`config.mk`:
```
export PLATFORM = sky130hd
export DESIGN_NAME = ges_ctrl
export DESIGN_NICKNAME = d
export VERILOG_FILES = /design/src/rtl/ges_pkg.sv /design/src/rtl/ges_ctrl.sv
export SDC_FILE = /design/constraint.sdc
export NUM_CORES = 1
export LEC_CHECK = 0
export ABC_CLOCK_PERIOD_IN_PS = 6800
export BUFFER_PORTS_ARGS = -buffer_cell sky130_fd_sc_hd__buf_2
export CAP_MARGIN = 20
export CORE_MARGIN = 2
export CORE_UTILIZATION = 53
export DETAILED_ROUTE_END_ITERATION = 6
export PLACE_DENSITY = 0.84
export SETUP_SLACK_MARGIN = 0.05
export SLEW_MARGIN = 10
export SYNTH_ARGS = -nofsm -noshare
export SYNTH_HDL_FRONTEND = slang
export SYNTH_SLANG_ARGS = --single-unit
```
`constraint.sdc`:
```
create_clock -name clk -period 6.8 [get_ports clk]
set_clock_uncertainty 0.1 [all_clocks]
set_input_delay 0.34 -clock clk [delete_from_list [all_inputs] [get_ports clk]]
set_output_delay 0.34 -clock clk [all_outputs]
set_load 0.05 [all_outputs]
```
`src/rtl/ges_pkg.sv`:
```
// ----------------------------------------------------------------------------
// ges_pkg
// Shared types and constants for the Gaussian elimination solver.
// ----------------------------------------------------------------------------
package ges_pkg;

  localparam int ELEM_W      = 32;
  localparam int INDEX_W     = 3;
  localparam int OUT_TDATA_W = 40;
  localparam int CFG_W       = 4;

  typedef enum logic [1:0] {
    ERR_NONE     = 2'd0,
    ERR_SINGULAR = 2'd1,
    ERR_OVERFLOW = 2'd2
  } err_code_t;

  typedef enum logic [1:0] {
    WR_ELEM,
    WR_RDATA,
    WR_TA,
    WR_DIFF
  } wr_sel_t;

  typedef struct packed {
    logic               wr_en;
    wr_sel_t            wr_sel;
    logic               ld_ta_rd;
    logic               ld_ta_diff;
    logic               ld_tb;
    logic               ld_piv;
    logic               ld_fac;
    logic               mul_back;
    logic               div_start;
    logic               div_back;
    logic               sol_wr;
    logic               out_ld;
    err_code_t          out_code;
    logic [INDEX_W-1:0] out_index;
    logic               out_last;
  } ges_cmd_t;

  typedef struct packed {
    logic rdata_zero;
    logic div_done;
    logic div_ovf;
    logic out_busy;
  } ges_stat_t;

endpackage

```
`src/rtl/ges_ctrl.sv`:
```
// ----------------------------------------------------------------------------
// ges_ctrl
// Solver controller: load sequencing, pivot search with row swaps, forward
// elimination, back substitution and result sequencing.
// ----------------------------------------------------------------------------
module ges_ctrl #(
  parameter int MAX_EQUATIONS = 8,
  localparam int MEM_DEPTH = MAX_EQUATIONS * (MAX_EQUATIONS + 1),
  localparam int AW = $clog2(MEM_DEPTH),
  localparam int SW = $clog2(MAX_EQUATIONS)
) (
  input  logic                        clk,
  input  logic                        rst,
  input  logic                        cfg_valid,
  output logic                        cfg_ready,
  input  logic [ges_pkg::CFG_W-1:0]   cfg_data,
  input  logic                        s_tvalid,
  output logic                        s_tready,
  input  logic                        s_tlast,
  input  ges_pkg::ges_stat_t          stat,
  output ges_pkg::ges_cmd_t           cmd,
  output logic [AW-1:0]               rd_addr,
  output logic [AW-1:0]               wr_addr,
  output logic [SW-1:0]               sol_raddr,
  output logic [SW-1:0]               sol_waddr
);
  import ges_pkg::*;

  localparam int NW = $clog2(MAX_EQUATIONS + 2);
  localparam int PW = 2 * NW;
  localparam int LW = $clog2(MEM_DEPTH + 1);

  typedef enum logic [4:0] {
    S_IDLE, S_PIV_RD, S_PIV_CHK, S_SWP_RA, S_SWP_RB, S_SWP_WA, S_SWP_WB,
    S_ELM_RD, S_ELM_DIV, S_ELM_WAIT, S_MAC_RA, S_MAC_RB, S_MAC_MUL, S_MAC_SH,
    S_MAC_WR, S_BCK_RD, S_BCK_LD, S_BCK_RC, S_BCK_MUL, S_BCK_SH, S_BCK_SUB,
    S_BCK_RP, S_BCK_DIV, S_BCK_WAIT, S_OUT_RD, S_OUT_LD, S_ERR
  } state_t;

  state_t          state;
  logic [CFG_W-1:0] eq_count;
  logic [NW-1:0]   cur;
  logic [NW-1:0]   rr;
  logic [NW-1:0]   cc;
  logic [LW-1:0]   load_pos;
  err_code_t       err;

  logic [NW-1:0] n;
  logic [NW-1:0] w;
  logic [NW-1:0] n_m1;
  logic [LW-1:0] limit;
  logic          load_ok;
  logic          s_acc;
  logic [NW-1:0] rd_row;
  logic [NW-1:0] rd_col;
  logic [NW-1:0] wr_row;
  logic [NW-1:0] wr_col;

  function automatic logic [AW-1:0] addr_of(input logic [NW-1:0] row,
                                            input logic [NW-1:0] col,
                                            input logic [NW-1:0] wv);
    logic [PW-1:0] rw;
    logic [PW-1:0] cw;
    logic [PW-1:0] ww;
    rw = PW'(row);
    cw = PW'(col);
    ww = PW'(wv);
    return AW'(rw * ww + cw);
  endfunction

  always_comb begin
    if (eq_count == '0) begin
      n = NW'(1);
    end else if (int'(eq_count) > MAX_EQUATIONS) begin
      n = NW'(MAX_EQUATIONS);
    end else begin
      n = NW'(eq_count);
    end
  end

  assign w         = n + NW'(1);
  assign n_m1      = n - NW'(1);
  assign limit     = LW'(PW'(n) * PW'(w));
  assign load_ok   = load_pos < limit;
  assign cfg_ready = 1'b1;
  assign s_tready  = (state == S_IDLE);
  assign s_acc     = s_tvalid && s_tready;
  assign sol_raddr = cc[SW-1:0];
  assign sol_waddr = rr[SW-1:0];

  always_comb begin
    cmd    = '0;
    rd_row = cur;
    rd_col = cc;
    wr_row = rr;
    wr_col = cc;
    unique case (state)
      S_IDLE: begin
        cmd.wr_en  = s_acc && load_ok;
        cmd.wr_sel = WR_ELEM;
      end
      S_PIV_RD: begin
        rd_col = cur;
      end
      S_PIV_CHK: begin
        cmd.ld_piv = 1'b1;
      end
      S_SWP_RA: ;
      S_SWP_RB: begin
        cmd.ld_ta_rd = 1'b1;
        rd_row       = rr;
      end
      S_SWP_WA: begin
        cmd.wr_en  = 1'b1;
        cmd.wr_sel = WR_RDATA;
        wr_row     = cur;
      end
      S_SWP_WB: begin
        cmd.wr_en  = 1'b1;
        cmd.wr_sel = WR_TA;
      end
      S_ELM_RD: begin
        rd_row = rr;
        rd_col = cur;
      end
      S_ELM_DIV: begin
        cmd.div_start = 1'b1;
      end
      S_ELM_WAIT: begin
        cmd.ld_fac = stat.div_done;
      end
      S_MAC_RA: ;
      S_MAC_RB: begin
        cmd.ld_tb = 1'b1;
        rd_row    = rr;
      end
      S_MAC_MUL: begin
        cmd.ld_ta_rd = 1'b1;
      end
      S_MAC_SH: ;
      S_MAC_WR: begin
        cmd.wr_en  = 1'b1;
        cmd.wr_sel = WR_DIFF;
      end
      S_BCK_RD: begin
        rd_row = rr;
        rd_col = n;
      end
      S_BCK_LD: begin
        cmd.ld_ta_rd = 1'b1;
      end
      S_BCK_RC: begin
        rd_row = rr;
      end
      S_BCK_MUL: begin
        cmd.mul_back = 1'b1;
      end
      S_BCK_SH: ;
      S_BCK_SUB: begin
        cmd.ld_ta_diff = 1'b1;
      end
      S_BCK_RP: begin
        rd_row = rr;
        rd_col = rr;
      end
      S_BCK_DIV: begin
        cmd.div_start = 1'b1;
        cmd.div_back  = 1'b1;
      end
      S_BCK_WAIT: begin
        cmd.sol_wr = stat.div_done && !stat.div_ovf;
      end
      S_OUT_RD: ;
      S_OUT_LD: begin
        cmd.out_ld    = !stat.out_busy;
        cmd.out_code  = ERR_NONE;
        cmd.out_index = INDEX_W'(cc);
        cmd.out_last  = (cc == n_m1);
      end
      S_ERR: begin
        cmd.out_ld   = !stat.out_busy;
        cmd.out_code = err;
        cmd.out_last = 1'b1;
      end
      default: ;
    endcase
    rd_addr = addr_of(rd_row, rd_col, w);
    wr_addr = (state == S_IDLE) ? load_pos[AW-1:0] : addr_of(wr_row, wr_col, w);
  end

  always_ff @(posedge clk) begin
    if (rst) begin
      state    <= S_IDLE;
      eq_count <= CFG_W'(8);
      load_pos <= '0;
      cur      <= '0;
      rr       <= '0;
      cc       <= '0;
      err      <= ERR_NONE;
    end else begin
      if (cfg_valid && cfg_ready) begin
        eq_count <= cfg_data;
      end
      unique case (state)
        S_IDLE: begin
          if (s_acc) begin
            if (s_tlast) begin
              load_pos <= '0;
              cur      <= '0;
              rr       <= NW'(1);
              state    <= S_PIV_RD;
            end else if (load_ok) begin
              load_pos <= load_pos + LW'(1);
            end
          end
        end
        S_PIV_RD: state <= S_PIV_CHK;
        S_PIV_CHK: begin
          if (stat.rdata_zero) begin
            if (rr < n) begin
              cc    <= '0;
              state <= S_SWP_RA;
            end else begin
              err   <= ERR_SINGULAR;
              state <= S_ERR;
            end
          end else if (cur + NW'(1) < n) begin
            rr    <= cur + NW'(1);
            state <= S_ELM_RD;
          end else begin
            rr    <= n_m1;
            state <= S_BCK_RD;
          end
        end
        S_SWP_RA: state <= S_SWP_RB;
        S_SWP_RB: state <= S_SWP_WA;
        S_SWP_WA: state <= S_SWP_WB;
        S_SWP_WB: begin
          if (cc == n) begin
            rr    <= rr + NW'(1);
            state <= S_PIV_RD;
          end else begin
            cc    <= cc + NW'(1);
            state <= S_SWP_RA;
          end
        end
        S_ELM_RD:  state <= S_ELM_DIV;
        S_ELM_DIV: state <= S_ELM_WAIT;
        S_ELM_WAIT: begin
          if (stat.div_done) begin
            if (stat.div_ovf) begin
              err   <= ERR_OVERFLOW;
              state <= S_ERR;
            end else begin
              cc    <= cur;
              state <= S_MAC_RA;
            end
          end
        end
        S_MAC_RA:  state <= S_MAC_RB;
        S_MAC_RB:  state <= S_MAC_MUL;
        S_MAC_MUL: state <= S_MAC_SH;
        S_MAC_SH:  state <= S_MAC_WR;
        S_MAC_WR: begin
          if (cc == n) begin
            if (rr + NW'(1) < n) begin
              rr    <= rr + NW'(1);
              state <= S_ELM_RD;
            end else begin
              cur   <= cur + NW'(1);
              rr    <= cur + NW'(2);
              state <= S_PIV_RD;
            end
          end else begin
            cc    <= cc + NW'(1);
            state <= S_MAC_RA;
          end
        end
        S_BCK_RD: state <= S_BCK_LD;
        S_BCK_LD: begin
          cc <= n_m1;
          if (n_m1 > rr) begin
            state <= S_BCK_RC;
          end else begin
            state <= S_BCK_RP;
          end
        end
        S_BCK_RC:  state <= S_BCK_MUL;
        S_BCK_MUL: state <= S_BCK_SH;
        S_BCK_SH:  state <= S_BCK_SUB;
        S_BCK_SUB: begin
          cc <= cc - NW'(1);
          if (cc - NW'(1) > rr) begin
            state <= S_BCK_RC;
          end else begin
            state <= S_BCK_RP;
          end
        end
        S_BCK_RP:  state <= S_BCK_DIV;
        S_BCK_DIV: state <= S_BCK_WAIT;
        S_BCK_WAIT: begin
          if (stat.div_done) begin
            if (stat.div_ovf) begin
              err   <= ERR_OVERFLOW;
              state <= S_ERR;
            end else if (rr == '0) begin
              cc    <= '0;
              state <= S_OUT_RD;
            end else begin
              rr    <= rr - NW'(1);
              state <= S_BCK_RD;
            end
          end
        end
        S_OUT_RD: state <= S_OUT_LD;
        S_OUT_LD: begin
          if (!stat.out_busy) begin
            if (cc == n_m1) begin
              state <= S_IDLE;
            end else begin
              cc    <= cc + NW'(1);
              state <= S_OUT_RD;
            end
          end
        end
        S_ERR: begin
          if (!stat.out_busy) begin
            state <= S_IDLE;
          end
        end
        default: state <= S_IDLE;
      endcase
    end
  end

endmodule

```
==> results.cfg <==
[critical_path]
critPathSlowestCell = and2_1
cp-start-kind = register
worstSetupPathType = reg2out
arrival_ns = 5.84
startpoint = eq_count[3]
critical_path.top_delay_family = adder cells
endpoint_kind = output port
regToRegStartpoint = eq_count[3]
worstPathCellList = inv_1 > and2_1 > ha_1 > inv_1 > ha_1 > nand2b_1 > fa_1 > inv_1 > fa_1 > fa_1 > inv_1 > ha_1 > o21ai_0 > a21oi_1 > o211ai_1 > nand2_1 > nand3_1 > buf_2
crit_buf_inv = 5
max_stage_delay_ns = 0.62
path_common_cell = inv_1
cp.required_ns = 6.36
crit_fanout = 18

[clocking]
cts_buffers = 5
post_cts_buffers = 0
ctsResizeCount = 0
cts-root-buf = clkbuf_8
cts-hold-fix-buffers = 0
clk_pin_slew_ns = 0.07
cts_tree = done
clk-insertion-delay-late_ns = 0.29
cts_max_level = 2
cts.path.max_buffers = 2
clock_sinks = 30

[timing]
rsz0062_at_grt = no
hold_viol_final = 0
tightest_slew_ns = 1.035
finalSetupViolCount = 0
slew_violations = 0
max_slew_margin_pct = 30.89
fin_crit_sh_pct = 92.28
fmax_mhz = 159.4
fin_crit_ns = 6.275
final.setup.worst_slack_ns = 0.5249
fin_tns_setup_ns = 0

[place]
dp_hpwl_um = 11710
placed_cell_area_mm2 = 0.005435
dp_slack_ns = 0.9351
io_buffers = 52
gp_congestion = 0.9896

[synth]
synth_cells = 669
synth_warnings = 0
synthFlopType = dfxtp_1
netlist_top_cells_area = ha_1 (18%), dfxtp_1 (12%), fa_1 (5.8%), a21oi_1 (4.7%), nor2_1 (4.3%)
synth-seq-cells = 30
synth_edf_count = 0
yosys-top-cells-count = ha_1 (74), nor2_1 (60), inv_1 (53)
ys_seq_area_share_pct = 11.53
netlist.area_leader.share_pct = 17.78
syn_nets = 771
synth_area_per_cell_um2 = 7.784
yosysTopAreaCell = ha_1
yosysUniqueCellTypes = 91
async_flop_share_pct = 0
syn_area_mm2 = 0.005207
synth.most_common_cell = ha_1

[detailed_routing]
first_iter_violations = 428
ant_nets = 0
drc = 0
first_pass_iters = 5
wl_met1_um = 6193
highest_layer = met4
vias = 5147
routed_wl_um = 14800
avgViaCountPerCell = 6.224
dr_wl_met3_um = 1157
drt-wirelength-per-cell_um = 17.90
route.met2.wl_um = 6997

[grt]
antenna_found_initial = 0
groute.usage.overall_pct = 28.62
grt_start_max_net_pins = 30
grt_first_pass_wirelength_um = 23980
grt_pass1_vias = 4800
grt_remaining_overflow = 0

[die]
initial_core_util_pct = 54.02
die_area_mm2 = 0.01063
rows = 36
io_pins = 54
chipHeight_um = 103.1
coreArea_mm2 = 0.009639
die_w_um = 103.1

[cells_and_area]
fin_area_mm2 = 0.005527
syn2layout_area_growth_pct = 6.127
fin_nets = 795
drive_above_1_share_pct = 15.13
num-fill-cells = 918
multiInputGateArea_mm2 = 0.004151
num_antenna_cells = 0
seq_area_um2 = 600.6

[pwr]
vdd_ir_drop_max_v = 0.00007667
p_per_area_mw_per_mm2 = 89.48
leakagePower_uw = 0.002599

[min_path]
min_from = cfg_data[3]
min-delay-path-class = in2reg

[status]
status = completed

[flow_run]
cap_violations = 0
## worst paths after layout
kind	to	slack (ns)	cells after the start
worst max-delay path	cmd[18]	0.52	18
worst min-delay path	eq_count[3]	0.18	3
worst max register to register	load_pos[6]	0.83	18
worst min register to register	err[0]	0.39	2
## worst register-to-register path, cell delays in order (launching register included)
cell and delay [ns]:
dfxtp_1 0.46, inv_1 0.24, and2_1 0.62, ha_1 0.28, inv_1 0.05, ha_1 0.43
nand2b_1 0.23, fa_1 0.53, inv_1 0.05, fa_1 0.53, fa_1 0.55, inv_1 0.04
ha_1 0.25, o21ai_0 0.18, a21oi_1 0.06, o211ai_1 0.42, a21oi_2 0.20, or4_1 0.53
a21oi_1 0.15
## layer usage
layer	vias to the layer above	track usage, %
met5	-	0
met4	0	9.919
met1	2467	37.92
met2	226	48.25
li1	2423	-
met3	31	3.254
## power breakdown
part | internal, µW | switching, µW
Clock | 81.8 | 76.7
Combinational | 48.6 | 99.4
Sequential | 179 | 8.83
## cells by family (layout without fill, tap and decap cells)
family / Yosys count / count (layout) / share of synthesized area [%]
AND/OR/NAND/NOR: 239 / 239 / 24.89
buffers and inverters: 95 / 120 / 8.746
flip-flops: 30 / 30 / 11.53
AO/OA/AOI/OAI: 166 / 166 / 22.59
multiplexers: 13 / 13 / 2.547
adder cells (fa/ha/maj): 90 / 90 / 23.74
other: 1 / 1 / 0.07201
XOR/XNOR: 35 / 35 / 5.887
## layout by cell type, fill, tap and decap left out, drive strengths merged, types with 5 or more instances in the layout
master  instances
a21oi          53
ha             74
xnor2          20
or3            10
mux2i          11
a221oi          6
a211oi          5
nand4           6
nand3          14
inv            54
a21o           11
a221o           5
o21ai          28
o211ai          7
dfxtp          30
o21a            6
buf            57
nand2          54
xor2           15
a22o           10
fa             15
nor2           64
or3b            5
or2            17
and2            5
nor3           18
nand2b         10
nor2b          11
clkbuf          7
a31oi           7
## per-stage QoR
stage	power [µW]	utilization, %	hold slack, ns	std cells
global placement	332.5	56.39	0.3665	819
floorplan	301.4	-	0.3542	669
global route	513.7	57.33	0.1819	827
CTS	489.8	57.33	0.1833	827
detailed placement	335.9	56.39	0.3784	819
finish	494.5	57.33	0.1787	827
## sequential cells by signal (all words and copies together), names as in the netlist
signal,flops
cur,4
rr,4
cc,4
eq_count,4
load_pos,7
err,2
state,5
## area by class of cell
class	instances	area share, %
Clock buffer	7	1.562
Clock inverter	1	0.09056
Tap cell	133	3.011
Timing Repair Buffer	57	5.388
Inverter	55	3.962
Sequential cell	30	10.87
Multi-Input combinational cell	544	75.12
No activity file was read; power rests on OpenSTA's default activity.
